--- src/rtl/core/serial_arm_forward_kinematics_macros.svh ---
// Assertion macros for the serial arm forward kinematics block.
// Included by the RTL files that carry concurrent assertions.
`ifndef SERIAL_ARM_FORWARD_KINEMATICS_MACROS_SVH
`define SERIAL_ARM_FORWARD_KINEMATICS_MACROS_SVH
`ifndef SYNTH
`define SFK_ASSERT_IMP(label, clk, rst_n, ante, cons) \
    label: assert property (@(posedge clk) disable iff (!rst_n) (ante) |-> (cons)) \
        else $error("sfk assertion failed");
`define SFK_ASSERT_NXT(label, clk, rst_n, ante, cons) \
    label: assert property (@(posedge clk) disable iff (!rst_n) (ante) |=> (cons)) \
        else $error("sfk assertion failed");
`else
`define SFK_ASSERT_IMP(label, clk, rst_n, ante, cons)
`define SFK_ASSERT_NXT(label, clk, rst_n, ante, cons)
`endif
`endif

--- src/rtl/core/sfk_pkg.sv ---
// Shared types, constants and tables of the serial arm forward kinematics block.
// No dependencies.
package sfk_pkg;

    localparam int NUM_JOINTS  = 7;
    localparam int FRAC_BITS   = 16;
    localparam int ROT_W       = FRAC_BITS + 2;
    localparam int POS_W       = FRAC_BITS + 5;
    localparam int CORDIC_STEPS = 20;
    localparam int TAB_ROWS    = 7;
    localparam int PROD_W      = 2 * ROT_W;
    localparam int ACC_W       = PROD_W + 2;
    localparam int RND_W       = ACC_W - FRAC_BITS;

    typedef logic signed [ROT_W-1:0] t_rot;
    typedef logic signed [POS_W-1:0] t_pos;

    typedef enum logic [1:0] {TW_NONE, TW_XY, TW_X} t_twist;

    typedef enum logic [1:0] {S_IDLE, S_TRIG, S_MAC, S_EMIT} t_state;

    typedef struct packed {
        logic start;
        logic clear;
    } t_pose_cmd;

    localparam logic [31:0] ATAN_TAB [CORDIC_STEPS] = '{
        32'd536870912, 32'd316933406, 32'd167458907, 32'd85004756, 32'd42667331,
        32'd21354465, 32'd10679838, 32'd5340245, 32'd2670163, 32'd1335087,
        32'd667544, 32'd333772, 32'd166886, 32'd83443, 32'd41722,
        32'd20861, 32'd10430, 32'd5215, 32'd2608, 32'd1304
    };

    localparam logic [31:0] CORDIC_K = 32'd652032874;

    // link offsets, meters in Q.16
    localparam t_rot FRAME_T [TAB_ROWS][3] = '{
        '{18'sd0, 18'sd0, 18'sd13271}, '{18'sd0, 18'sd13402, 18'sd0},
        '{18'sd0, 18'sd0, 18'sd14123}, '{18'sd0, 18'sd12091, 18'sd0},
        '{18'sd0, 18'sd0, 18'sd14123}, '{18'sd0, 18'sd5308, 18'sd0},
        '{18'sd0, 18'sd0, 18'sd2949}
    };

    localparam t_rot MASS_T [TAB_ROWS][3] = '{
        '{18'sd0, -18'sd1966, 18'sd7864}, '{18'sd20, 18'sd3867, 18'sd2753},
        '{18'sd0, 18'sd1966, 18'sd8520}, '{18'sd0, 18'sd4391, 18'sd2228},
        '{18'sd7, 18'sd1376, 18'sd4981}, '{18'sd0, 18'sd39, 18'sd26},
        '{18'sd0, 18'sd0, 18'sd1311}
    };

    localparam t_twist TWIST_TAB [TAB_ROWS] = '{
        TW_XY, TW_XY, TW_X, TW_XY, TW_X, TW_XY, TW_NONE
    };

    localparam t_pos BASE_Z = 21'sd10322;
    localparam t_rot ONE_ROT = t_rot'(1 << FRAC_BITS);

    function automatic t_rot sat_rot(input logic signed [RND_W:0] v);
        logic signed [RND_W:0] hi;
        logic signed [RND_W:0] lo;
        hi = (RND_W+1)'((1 <<< (ROT_W - 1)) - 1);
        lo = -hi - 1;
        if (v > hi) return t_rot'(hi);
        if (v < lo) return t_rot'(lo);
        return t_rot'(v);
    endfunction

    function automatic t_pos sat_pos(input logic signed [RND_W:0] v);
        logic signed [RND_W:0] hi;
        logic signed [RND_W:0] lo;
        hi = (RND_W+1)'((1 <<< (POS_W - 1)) - 1);
        lo = -hi - 1;
        if (v > hi) return t_pos'(hi);
        if (v < lo) return t_pos'(lo);
        return t_pos'(v);
    endfunction

    function automatic t_rot neg_rot(input t_rot v);
        return sat_rot(-(RND_W+1)'(v));
    endfunction

endpackage

--- src/rtl/core/sfk_cordic.sv ---
// Iterative CORDIC producing cosine and sine of a binary angle in Q.16.
// Depends on sfk_pkg.
module sfk_cordic
    import sfk_pkg::*;
(
    input  logic               i_clk,
    input  logic               i_rst_n,
    input  logic               i_start,
    input  logic signed [15:0] i_angle,
    output logic               o_done,
    output t_rot               o_cos,
    output t_rot               o_sin
);

    logic signed [32:0] r_x, r_y;
    logic signed [33:0] r_z;
    logic [4:0]         r_i;
    logic               r_busy, r_neg, r_done;

    logic signed [16:0] a_ext, a_adj;
    logic               a_neg;
    logic signed [32:0] dx, dy;
    logic signed [33:0] atan_v;
    logic signed [32:0] x_rnd, y_rnd;
    logic signed [18:0] x_q, y_q;

    always_comb begin
        a_ext = 17'(i_angle);
        a_neg = 1'b0;
        a_adj = a_ext;
        if (a_ext > 17'sd16384) begin
            a_adj = a_ext - 17'sd32768;
            a_neg = 1'b1;
        end else if (a_ext < -17'sd16384) begin
            a_adj = a_ext + 17'sd32768;
            a_neg = 1'b1;
        end
        dx     = r_y >>> r_i;
        dy     = r_x >>> r_i;
        atan_v = 34'(ATAN_TAB[r_i[4:0]]);
        x_rnd  = r_x + 33'sd8192;
        y_rnd  = r_y + 33'sd8192;
        x_q    = r_neg ? -x_rnd[32:14] : x_rnd[32:14];
        y_q    = r_neg ? -y_rnd[32:14] : y_rnd[32:14];
    end

    always_ff @(posedge i_clk) begin
        if (!i_rst_n) begin
            r_busy <= 1'b0;
            r_done <= 1'b0;
            r_i    <= '0;
        end else begin
            r_done <= 1'b0;
            if (i_start) begin
                r_busy <= 1'b1;
                r_i    <= '0;
            end else if (r_busy) begin
                if (r_i == 5'(CORDIC_STEPS - 1)) begin
                    r_busy <= 1'b0;
                    r_done <= 1'b1;
                end
                r_i <= r_i + 5'd1;
            end
        end
    end

    always_ff @(posedge i_clk) begin
        if (i_start) begin
            r_x   <= 33'(CORDIC_K);
            r_y   <= '0;
            r_z   <= 34'(a_adj) <<< 16;
            r_neg <= a_neg;
        end else if (r_busy) begin
            if (!r_z[33]) begin
                r_x <= r_x - dx;
                r_y <= r_y + dy;
                r_z <= r_z - atan_v;
            end else begin
                r_x <= r_x + dx;
                r_y <= r_y - dy;
                r_z <= r_z + atan_v;
            end
        end
    end

    assign o_done = r_done;
    assign o_cos  = x_q[ROT_W-1:0];
    assign o_sin  = y_q[ROT_W-1:0];

endmodule

--- src/rtl/core/sfk_pose.sv ---
// Running pose with one shared multiplier stepping through the joint update.
// Depends on sfk_pkg.
module sfk_pose
    import sfk_pkg::*;
(
    input  logic       i_clk,
    input  logic       i_rst_n,
    input  t_pose_cmd  i_cmd,
    input  t_rot       i_cos,
    input  t_rot       i_sin,
    input  logic [2:0] i_joint,
    input  logic       i_mass,
    output logic       o_done,
    output t_rot       o_rot [9],
    output t_pos       o_pos [3]
);

    t_rot r_rot [9];
    t_pos r_pos [3];
    logic [1:0] r_row;
    logic [2:0] r_step;
    logic       r_ph, r_busy, r_done;
    logic signed [PROD_W-1:0] r_prod;
    logic signed [ACC_W-1:0]  r_acc;
    t_rot r_a0, r_a1;

    t_rot op_a, op_b, rr0, rr1, rr2;
    logic first, sub;
    logic signed [ACC_W-1:0] sum;
    logic signed [ACC_W-1:0] sum_r;
    logic signed [RND_W:0]   rnd_v;
    logic signed [RND_W:0]   pos_sum;
    t_twist tw;

    always_comb begin
        rr0   = r_rot[3*r_row];
        rr1   = r_rot[3*r_row + 1];
        rr2   = r_rot[3*r_row + 2];
        first = 1'b0;
        sub   = 1'b0;
        op_a  = rr0;
        op_b  = i_cos;
        case (r_step)
            3'd0: begin op_a = rr0; op_b = i_cos; first = 1'b1; end
            3'd1: begin op_a = rr1; op_b = i_sin; end
            3'd2: begin op_a = rr1; op_b = i_cos; first = 1'b1; end
            3'd3: begin op_a = rr0; op_b = i_sin; sub = 1'b1; end
            3'd4: begin
                op_a  = r_a0;
                op_b  = i_mass ? MASS_T[i_joint][0] : FRAME_T[i_joint][0];
                first = 1'b1;
            end
            3'd5: begin
                op_a = r_a1;
                op_b = i_mass ? MASS_T[i_joint][1] : FRAME_T[i_joint][1];
            end
            3'd6: begin
                op_a = rr2;
                op_b = i_mass ? MASS_T[i_joint][2] : FRAME_T[i_joint][2];
            end
            default: ;
        endcase
        sum     = (first ? '0 : r_acc)
                  + (sub ? -ACC_W'(r_prod) : ACC_W'(r_prod));
        sum_r   = sum + ACC_W'(1 << (FRAC_BITS - 1));
        rnd_v   = (RND_W+1)'(sum_r >>> FRAC_BITS);
        pos_sum = (RND_W+1)'(r_pos[r_row]) + rnd_v;
        tw      = TWIST_TAB[i_joint];
    end

    always_ff @(posedge i_clk) begin
        if (!i_rst_n) begin
            r_busy <= 1'b0;
            r_done <= 1'b0;
            r_ph   <= 1'b0;
            r_row  <= '0;
            r_step <= '0;
            for (int k = 0; k < 9; k++) r_rot[k] <= (k % 4 == 0) ? ONE_ROT : '0;
            r_pos[0] <= '0;
            r_pos[1] <= '0;
            r_pos[2] <= BASE_Z;
        end else begin
            r_done <= 1'b0;
            if (i_cmd.clear) begin
                for (int k = 0; k < 9; k++) r_rot[k] <= (k % 4 == 0) ? ONE_ROT : '0;
                r_pos[0] <= '0;
                r_pos[1] <= '0;
                r_pos[2] <= BASE_Z;
            end else if (i_cmd.start) begin
                r_busy <= 1'b1;
                r_ph   <= 1'b0;
                r_row  <= '0;
                r_step <= '0;
            end else if (r_busy) begin
                r_ph <= ~r_ph;
                if (r_ph) begin
                    if (r_step == 3'd6) begin
                        r_pos[r_row] <= sat_pos(pos_sum);
                        case (tw)
                            TW_XY: begin
                                r_rot[3*r_row]     <= neg_rot(r_a0);
                                r_rot[3*r_row + 1] <= rr2;
                                r_rot[3*r_row + 2] <= r_a1;
                            end
                            TW_X: begin
                                r_rot[3*r_row]     <= r_a0;
                                r_rot[3*r_row + 1] <= rr2;
                                r_rot[3*r_row + 2] <= neg_rot(r_a1);
                            end
                            default: begin
                                r_rot[3*r_row]     <= r_a0;
                                r_rot[3*r_row + 1] <= r_a1;
                            end
                        endcase
                        r_step <= '0;
                        if (r_row == 2'd2) begin
                            r_busy <= 1'b0;
                            r_done <= 1'b1;
                        end else begin
                            r_row <= r_row + 2'd1;
                        end
                    end else begin
                        r_step <= r_step + 3'd1;
                    end
                end
            end
        end
    end

    // product register, then accumulate on the second phase
    always_ff @(posedge i_clk) begin
        if (r_busy && !r_ph) r_prod <= op_a * op_b;
        if (r_busy && r_ph) begin
            r_acc <= sum;
            if (r_step == 3'd1) r_a0 <= sat_rot(rnd_v);
            if (r_step == 3'd3) r_a1 <= sat_rot(rnd_v);
        end
    end

    assign o_done = r_done;
    assign o_rot  = r_rot;
    assign o_pos  = r_pos;

endmodule

--- src/rtl/core/serial_arm_forward_kinematics.sv ---
// Usage: joint angles enter on the input channel (i_valid / o_ready), one word per
// joint, starting at the base joint. use_mass_centre picks the link offset table
// for that joint. The word that carries last_joint closes the chain; the pose
// (rotation Q2.16, position Q5.16 meters) then leaves on the output channel
// (o_valid / i_ready) and the running pose returns to the base pose.
// Each joint word holds o_ready low until the block is idle again: 20 CORDIC
// iterations, a hand-off to the pose update (one 18x18 multiplier runs 21
// multiply-adds, each split into a product and an accumulate phase) and a
// return to idle, so a word is taken only once the last one is through. The
// last joint also loads the output register before o_valid rises. A joint word
// past the seventh leaves the pose unchanged and goes straight back to idle, or
// to loading the output register when it carries last_joint.
// o_ready is high only while the block is idle. The result sits in an output
// register, so the next chain may start while the receiver stalls; the block
// only waits when a new result is ready and the old one is still not taken.
// Reset (i_rst_n low, synchronous) restores the base pose and empties the
// output register.
// Depends on sfk_pkg, sfk_cordic, sfk_pose and the macros header.
`include "serial_arm_forward_kinematics_macros.svh"
module serial_arm_forward_kinematics
    import sfk_pkg::*;
(
    input  logic               i_clk,
    input  logic               i_rst_n,
    input  logic               i_valid,
    output logic               o_ready,
    input  logic signed [15:0] i_joint_angle,
    input  logic               i_last_joint,
    input  logic               i_use_mass_centre,
    output logic               o_valid,
    input  logic               i_ready,
    output t_rot               o_rot_00,
    output t_rot               o_rot_01,
    output t_rot               o_rot_02,
    output t_rot               o_rot_10,
    output t_rot               o_rot_11,
    output t_rot               o_rot_12,
    output t_rot               o_rot_20,
    output t_rot               o_rot_21,
    output t_rot               o_rot_22,
    output t_pos               o_pos_x,
    output t_pos               o_pos_y,
    output t_pos               o_pos_z
);

    t_state r_state, n_state;
    logic [2:0] r_cnt, n_cnt;
    logic r_last, r_mass;
    logic r_out_valid;
    t_rot r_out_rot [9];
    t_pos r_out_pos [3];

    logic accept, slot_free, load_out;
    logic cor_start, cor_done, pose_done;
    t_rot cor_cos, cor_sin;
    t_pose_cmd pose_cmd;
    t_rot pose_rot [9];
    t_pos pose_pos [3];

    assign accept    = i_valid && o_ready;
    assign slot_free = !r_out_valid || i_ready;

    sfk_cordic u_cordic (
        .i_clk   (i_clk),
        .i_rst_n (i_rst_n),
        .i_start (cor_start),
        .i_angle (i_joint_angle),
        .o_done  (cor_done),
        .o_cos   (cor_cos),
        .o_sin   (cor_sin)
    );

    sfk_pose u_pose (
        .i_clk   (i_clk),
        .i_rst_n (i_rst_n),
        .i_cmd   (pose_cmd),
        .i_cos   (cor_cos),
        .i_sin   (cor_sin),
        .i_joint (r_cnt),
        .i_mass  (r_mass),
        .o_done  (pose_done),
        .o_rot   (pose_rot),
        .o_pos   (pose_pos)
    );

    always_ff @(posedge i_clk) begin
        if (!i_rst_n) begin
            r_state <= S_IDLE;
            r_cnt   <= '0;
        end else begin
            r_state <= n_state;
            r_cnt   <= n_cnt;
        end
    end

    always_comb begin
        n_state        = r_state;
        n_cnt          = r_cnt;
        o_ready        = 1'b0;
        cor_start      = 1'b0;
        pose_cmd.start = 1'b0;
        pose_cmd.clear = 1'b0;
        load_out       = 1'b0;
        case (r_state)
            S_IDLE: begin
                o_ready = 1'b1;
                if (i_valid) begin
                    if (r_cnt < 3'(NUM_JOINTS)) begin
                        cor_start = 1'b1;
                        n_state   = S_TRIG;
                    end else if (i_last_joint) begin
                        n_state = S_EMIT;
                    end
                end
            end
            S_TRIG: begin
                if (cor_done) begin
                    pose_cmd.start = 1'b1;
                    n_state        = S_MAC;
                end
            end
            S_MAC: begin
                if (pose_done) begin
                    n_cnt   = r_cnt + 3'd1;
                    n_state = r_last ? S_EMIT : S_IDLE;
                end
            end
            S_EMIT: begin
                if (slot_free) begin
                    load_out       = 1'b1;
                    pose_cmd.clear = 1'b1;
                    n_cnt          = '0;
                    n_state        = S_IDLE;
                end
            end
            default: n_state = S_IDLE;
        endcase
    end

    always_ff @(posedge i_clk) begin
        if (accept) begin
            r_last <= i_last_joint;
            r_mass <= i_use_mass_centre;
        end
    end

    // hold the result word until the receiver takes it
    always_ff @(posedge i_clk) begin
        if (!i_rst_n) begin
            r_out_valid <= 1'b0;
        end else if (load_out) begin
            r_out_valid <= 1'b1;
        end else if (i_ready) begin
            r_out_valid <= 1'b0;
        end
    end

    always_ff @(posedge i_clk) begin
        if (load_out) begin
            r_out_rot <= pose_rot;
            r_out_pos <= pose_pos;
        end
    end

    assign o_valid  = r_out_valid;
    assign o_rot_00 = r_out_rot[0];
    assign o_rot_01 = r_out_rot[1];
    assign o_rot_02 = r_out_rot[2];
    assign o_rot_10 = r_out_rot[3];
    assign o_rot_11 = r_out_rot[4];
    assign o_rot_12 = r_out_rot[5];
    assign o_rot_20 = r_out_rot[6];
    assign o_rot_21 = r_out_rot[7];
    assign o_rot_22 = r_out_rot[8];
    assign o_pos_x  = r_out_pos[0];
    assign o_pos_y  = r_out_pos[1];
    assign o_pos_z  = r_out_pos[2];

    `SFK_ASSERT_IMP(a_cnt_bound, i_clk, i_rst_n, 1'b1, r_cnt <= 3'(NUM_JOINTS))
    `SFK_ASSERT_IMP(a_cor_in_trig, i_clk, i_rst_n, cor_done, r_state == S_TRIG)
    `SFK_ASSERT_IMP(a_pose_in_mac, i_clk, i_rst_n, pose_done, r_state == S_MAC)
    `SFK_ASSERT_NXT(a_emit_loads, i_clk, i_rst_n, r_state == S_EMIT && slot_free,
                    r_cnt == 3'd0 && o_valid && r_state == S_IDLE)

endmodule

--- config.mk ---
export PLATFORM = sky130hd
export DESIGN_NAME = serial_arm_forward_kinematics
export DESIGN_NICKNAME = d
export VERILOG_FILES = /design/src/rtl/core/sfk_pkg.sv /design/src/rtl/core/sfk_cordic.sv /design/src/rtl/core/sfk_pose.sv /design/src/rtl/core/serial_arm_forward_kinematics.sv
export VERILOG_INCLUDE_DIRS = /design/src /design/src/rtl/core
export SDC_FILE = /design/constraint.sdc
export NUM_CORES = 2
export LEC_CHECK = 0
export BUFFER_PORTS_ARGS = -buffer_cell sky130_fd_sc_hd__buf_2
export CAP_MARGIN = 15
export CORE_AREA = 4 4 362 364
export DETAILED_ROUTE_END_ITERATION = 8
export DIE_AREA = 0 0 366 368
export PLACE_DENSITY = 0.72
export SETUP_SLACK_MARGIN = 0.4
export SLEW_MARGIN = 20
export SYNTH_ARGS = -nofsm -noshare
export SYNTH_HDL_FRONTEND = slang
export SYNTH_SLANG_ARGS = --single-unit
--- constraint.sdc ---
create_clock -name i_clk -period 19.6 [get_ports i_clk]
set_input_delay 0.98 -clock i_clk [delete_from_list [all_inputs] [get_ports i_clk]]
set_output_delay 0.98 -clock i_clk [all_outputs]
set_load 0.03 [all_outputs]
==> results.tsv <==
stage	metric	value	unit
outcome	outcome	finished clean	
layout	Syn-to-layout area delta	7.528	%
sta	Period Utilization, post-route	59.11	%
yosys	YS warnings	0	
drt	1st-iter DRT viols	10420	
drt	Final ANT Viol Nets	0	
floorplanning	row count	131	
placement	Area after DPL	72430	sq um
drt	drt first pass iters	8	
drt	DRC	0	
global_route	vias in the first global route	65580	
layout	Finished Layout Cells	10030	
yosys	post-synthesis compound-gate area fraction	24.20	%
worst_setup_path	Worst Setup Path Type	reg2reg	
worst_setup_path	crit start category	flop	
layout	Filler Cell Count	11280	
floorplanning	Initial Utilization	54.89	%
yosys	Simple-Gate Fraction of Synth Area	15.55	%
power_and_ir_drop	peak supply drop	0.0001733	V
worst_setup_path	internal reg-to-reg setup slack	8010	ps
drt	vias per cell	6.952	
yosys	Syn Inst Count	8432	
sta	setup TNS	0	ps
drt	DR WL met3	37890	microns
yosys	Synth Area in XOR/XNOR	5.123	%
drt	drt wl/cell	27.16	microns
clock_network	Clock Latency Late Sink	740	ps
floorplanning	io pins	249	
sta	Achievable Freq	86.31	MHz
drt	wl on met1	99390	microns
yosys	Synth top cells by count	nand2_1, nor2_1, a21oi_1	
floorplanning	die width	366	microns
placement	detailed placement HPWL	187200	microns
global_route	initial antenna violation count	15	
floorplanning	Die Y	368	microns
sta	Slew HR	10.83	%
clock_network	postcts setup bufs	0	
layout	Net count, final	8938	
floorplanning	Core ar.	127400	sq um
sta	Worst-Margin Slew	1326	ps
global_route	overall global routing resource usage	39.08	%
sta	RSZ-0062 raised after global routing	false	
clock_network	clk buf depth	3	
yosys	top cells by area, synth	edfxtp_1, fa_1, dfxtp_1, mux4_2, a21oi_1	
hold_path	min-delay worst type	reg2reg	
power_and_ir_drop	Leak	30.19	nW
layout	fin util	59.02	%
drt	wirelength, routed	272400	microns
yosys	largest family of logic cells by synthesized area	compound AO/OA/AOI/OAI gates	
yosys	async set or reset register ratio after synthesis	0	%
sta	fin crit period	11590	ps
placement	cell total after placement	9869	
worst_setup_path	CP startpoint	u_pose.r_row[0]	
hold_path	Min-Delay Startpoint	u_pose.o_pos[42]	
sta	Final Hold Slack	461.1	ps
floorplanning	Die ar.	134700	sq um
power_and_ir_drop	power per cell area	94.35	nW/um^2
yosys	top-count cell post-synth	nand2_1	
drt	uppermost layer routed	met5	
clock_network	Post-CTS Hold Fix Bufs	0	
placement	routability cong.	1.022	
yosys	mapped cell area	69900	sq um
placement	port bufs	248	
flow_run	Max-Cap Viols	0	
yosys	Synth top area share	15.29	%
yosys	dominant synthesized flop cell	edfxtp_1	
worst_setup_path	CP peak stage delay	940	ps
worst_setup_path	CP Capture Type	flop	
layout	layout cells sized above 1	11.46	%
sta	Clock Skews	52.48	ps
sta	Final Max Tran Viols	0	
yosys	Yosys top cell by area	edfxtp_1	
drt	via count	69730	
layout	Finished Cell Area	75160	sq um
sta	Final setup viols	0	
clock_network	post_cts resized	0	
yosys	#FFs+latches synth	684	
yosys	mux share of post-synthesis cell area	8.951	%
worst_setup_path	WP data arrival	12030	ps
worst_setup_path	start of the worst register-to-register path	u_pose.r_row[0]	
worst_setup_path	slowest cell on the critical path	a21oi_1	
clock_network	CTS tree	built	
global_route	first-pass GRT wire length	408300	microns
sta	Final Hold Vio Count	0	
clock_network	Clock transition at path regs	60	ps
drt	metal2 WL	114300	microns
yosys	synth unique cells	102	
global_route	largest net degree at the start of global routing	146	
worst_setup_path	Crit Path Max Fanout	95	
clock_network	clock sinks	684	
yosys	register area share after synthesis	24.69	%
clock_network	H-Tree Depth	3	
yosys	syn nets	9078	
clock_network	Root Driver	clkbuf_16	
clock_network	cts bufs inserted	81	
yosys	EDFF count, synth	356	
yosys	Post-Syn Area per Cell	8.290	sq um
worst_setup_path	cell mode on critical path	fa_1	
yosys	Adder-Cell Fraction of Synth Area	14.77	%
worst_setup_path	WP data required	20040	ps
global_route	grt ovf	0	
## kinds of logic after synthesis
group / Yosys count
multiplexers: 382
AND/OR/NAND/NOR: 2405
buffers and inverters: 1234
flip-flops: 684
adder cells (fa/ha/maj): 625
XOR/XNOR: 408
AO/OA/AOI/OAI: 2694
## power by group
group | total, W | leakage, nW | switching (W) | internal, W
sequential | 0.00181 | 6.20 | 0.000180 | 0.00163
clock | 0.00156 | 1.28 | 0.000690 | 0.000867
combinational | 0.00372 | 22.7 | 0.00214 | 0.00158
total | 0.00709 | 30.2 | 0.00301 | 0.00408
## registers in the layout (all words and copies together) (netlist names), 33 cells and up
register / count
u_pose.r_prod: 36
u_pose.o_pos: 63
u_pose.o_rot: 162
u_cordic.r_z: 34
u_pose.r_acc: 38
u_cordic.r_x: 33
u_cordic.r_y: 33
## cells in the final DEF (no fill, tap or decap), types with 33 or more instances in the layout
cell	n
a211o_1	35
xnor2_1	280
ha_1	283
edfxtp_1	356
buf_2	248
nor2_1	756
inv_1	548
a221oi_1	56
and3_1	72
nand3_1	122
a31oi_1	87
o211ai_1	118
buf_4	195
mux4_2	189
a21o_1	96
or2_2	36
xor2_1	127
fa_1	334
a22oi_1	42
o21a_1	78
mux2_2	55
nand2_1	824
a211oi_1	266
o31ai_1	65
o21ai_0	695
nand2b_1	79
nor2b_1	113
clkbuf_16	85
a21oi_1	730
dfxtp_1	321
and2_1	63
nor3_1	155
nor4_1	34
mux2i_1	138
o21bai_1	33
o22ai_1	109
## worst max-delay path, delay by kind of cell (launching register included)
| kind | cells | cell delay, ps |
|---|---|---|
| flops | 1 | 600 |
| simple gates | 7 | 1080 |
| fa+ha+maj | 9 | 4190 |
| buf+inv | 9 | 2630 |
| compound gates | 9 | 2620 |
| xor+xnor | 1 | 110 |
## stage by stage
stage	total power [W]	setup slack [ps]
floorplan	0.004637	7727
global placement	0.005420	8204
detailed placement	0.005488	8068
CTS	0.007060	8020
global route	0.007590	7550
finish	0.007092	8014
## metal layers
| metal | global-route usage, % | up-vias |
|---|---|---|
| met2 | 58.32 | 5242 |
| met1 | 49.39 | 32910 |
| li1 | - | 30140 |
| met3 | 12.98 | 1420 |
| met4 | 23.21 | 10 |
| met5 | 0 | - |
## worst paths after layout
kind                            end  depth (start not counted)
hold / removal           o_pos_x[0]                          0
hold reg to reg          o_pos_x[0]                          0
setup / recovery  u_pose.r_prod[35]                         35
setup reg to reg  u_pose.r_prod[35]                         35
## cell type report
cell class	count	area, sq um	share of cell area (%)
well taps	1662	2079	2.767
repair buffers	447	2780	3.699
diodes	9	22.52	0.02996
clock buffers	110	2291	3.048
multi-input cells	6514	48250	64.20
clock inverters	39	339.1	0.4511
inverters	564	2125	2.827
flip-flops and latches	684	17280	22.98
Power figures use the tool's default switching activity.
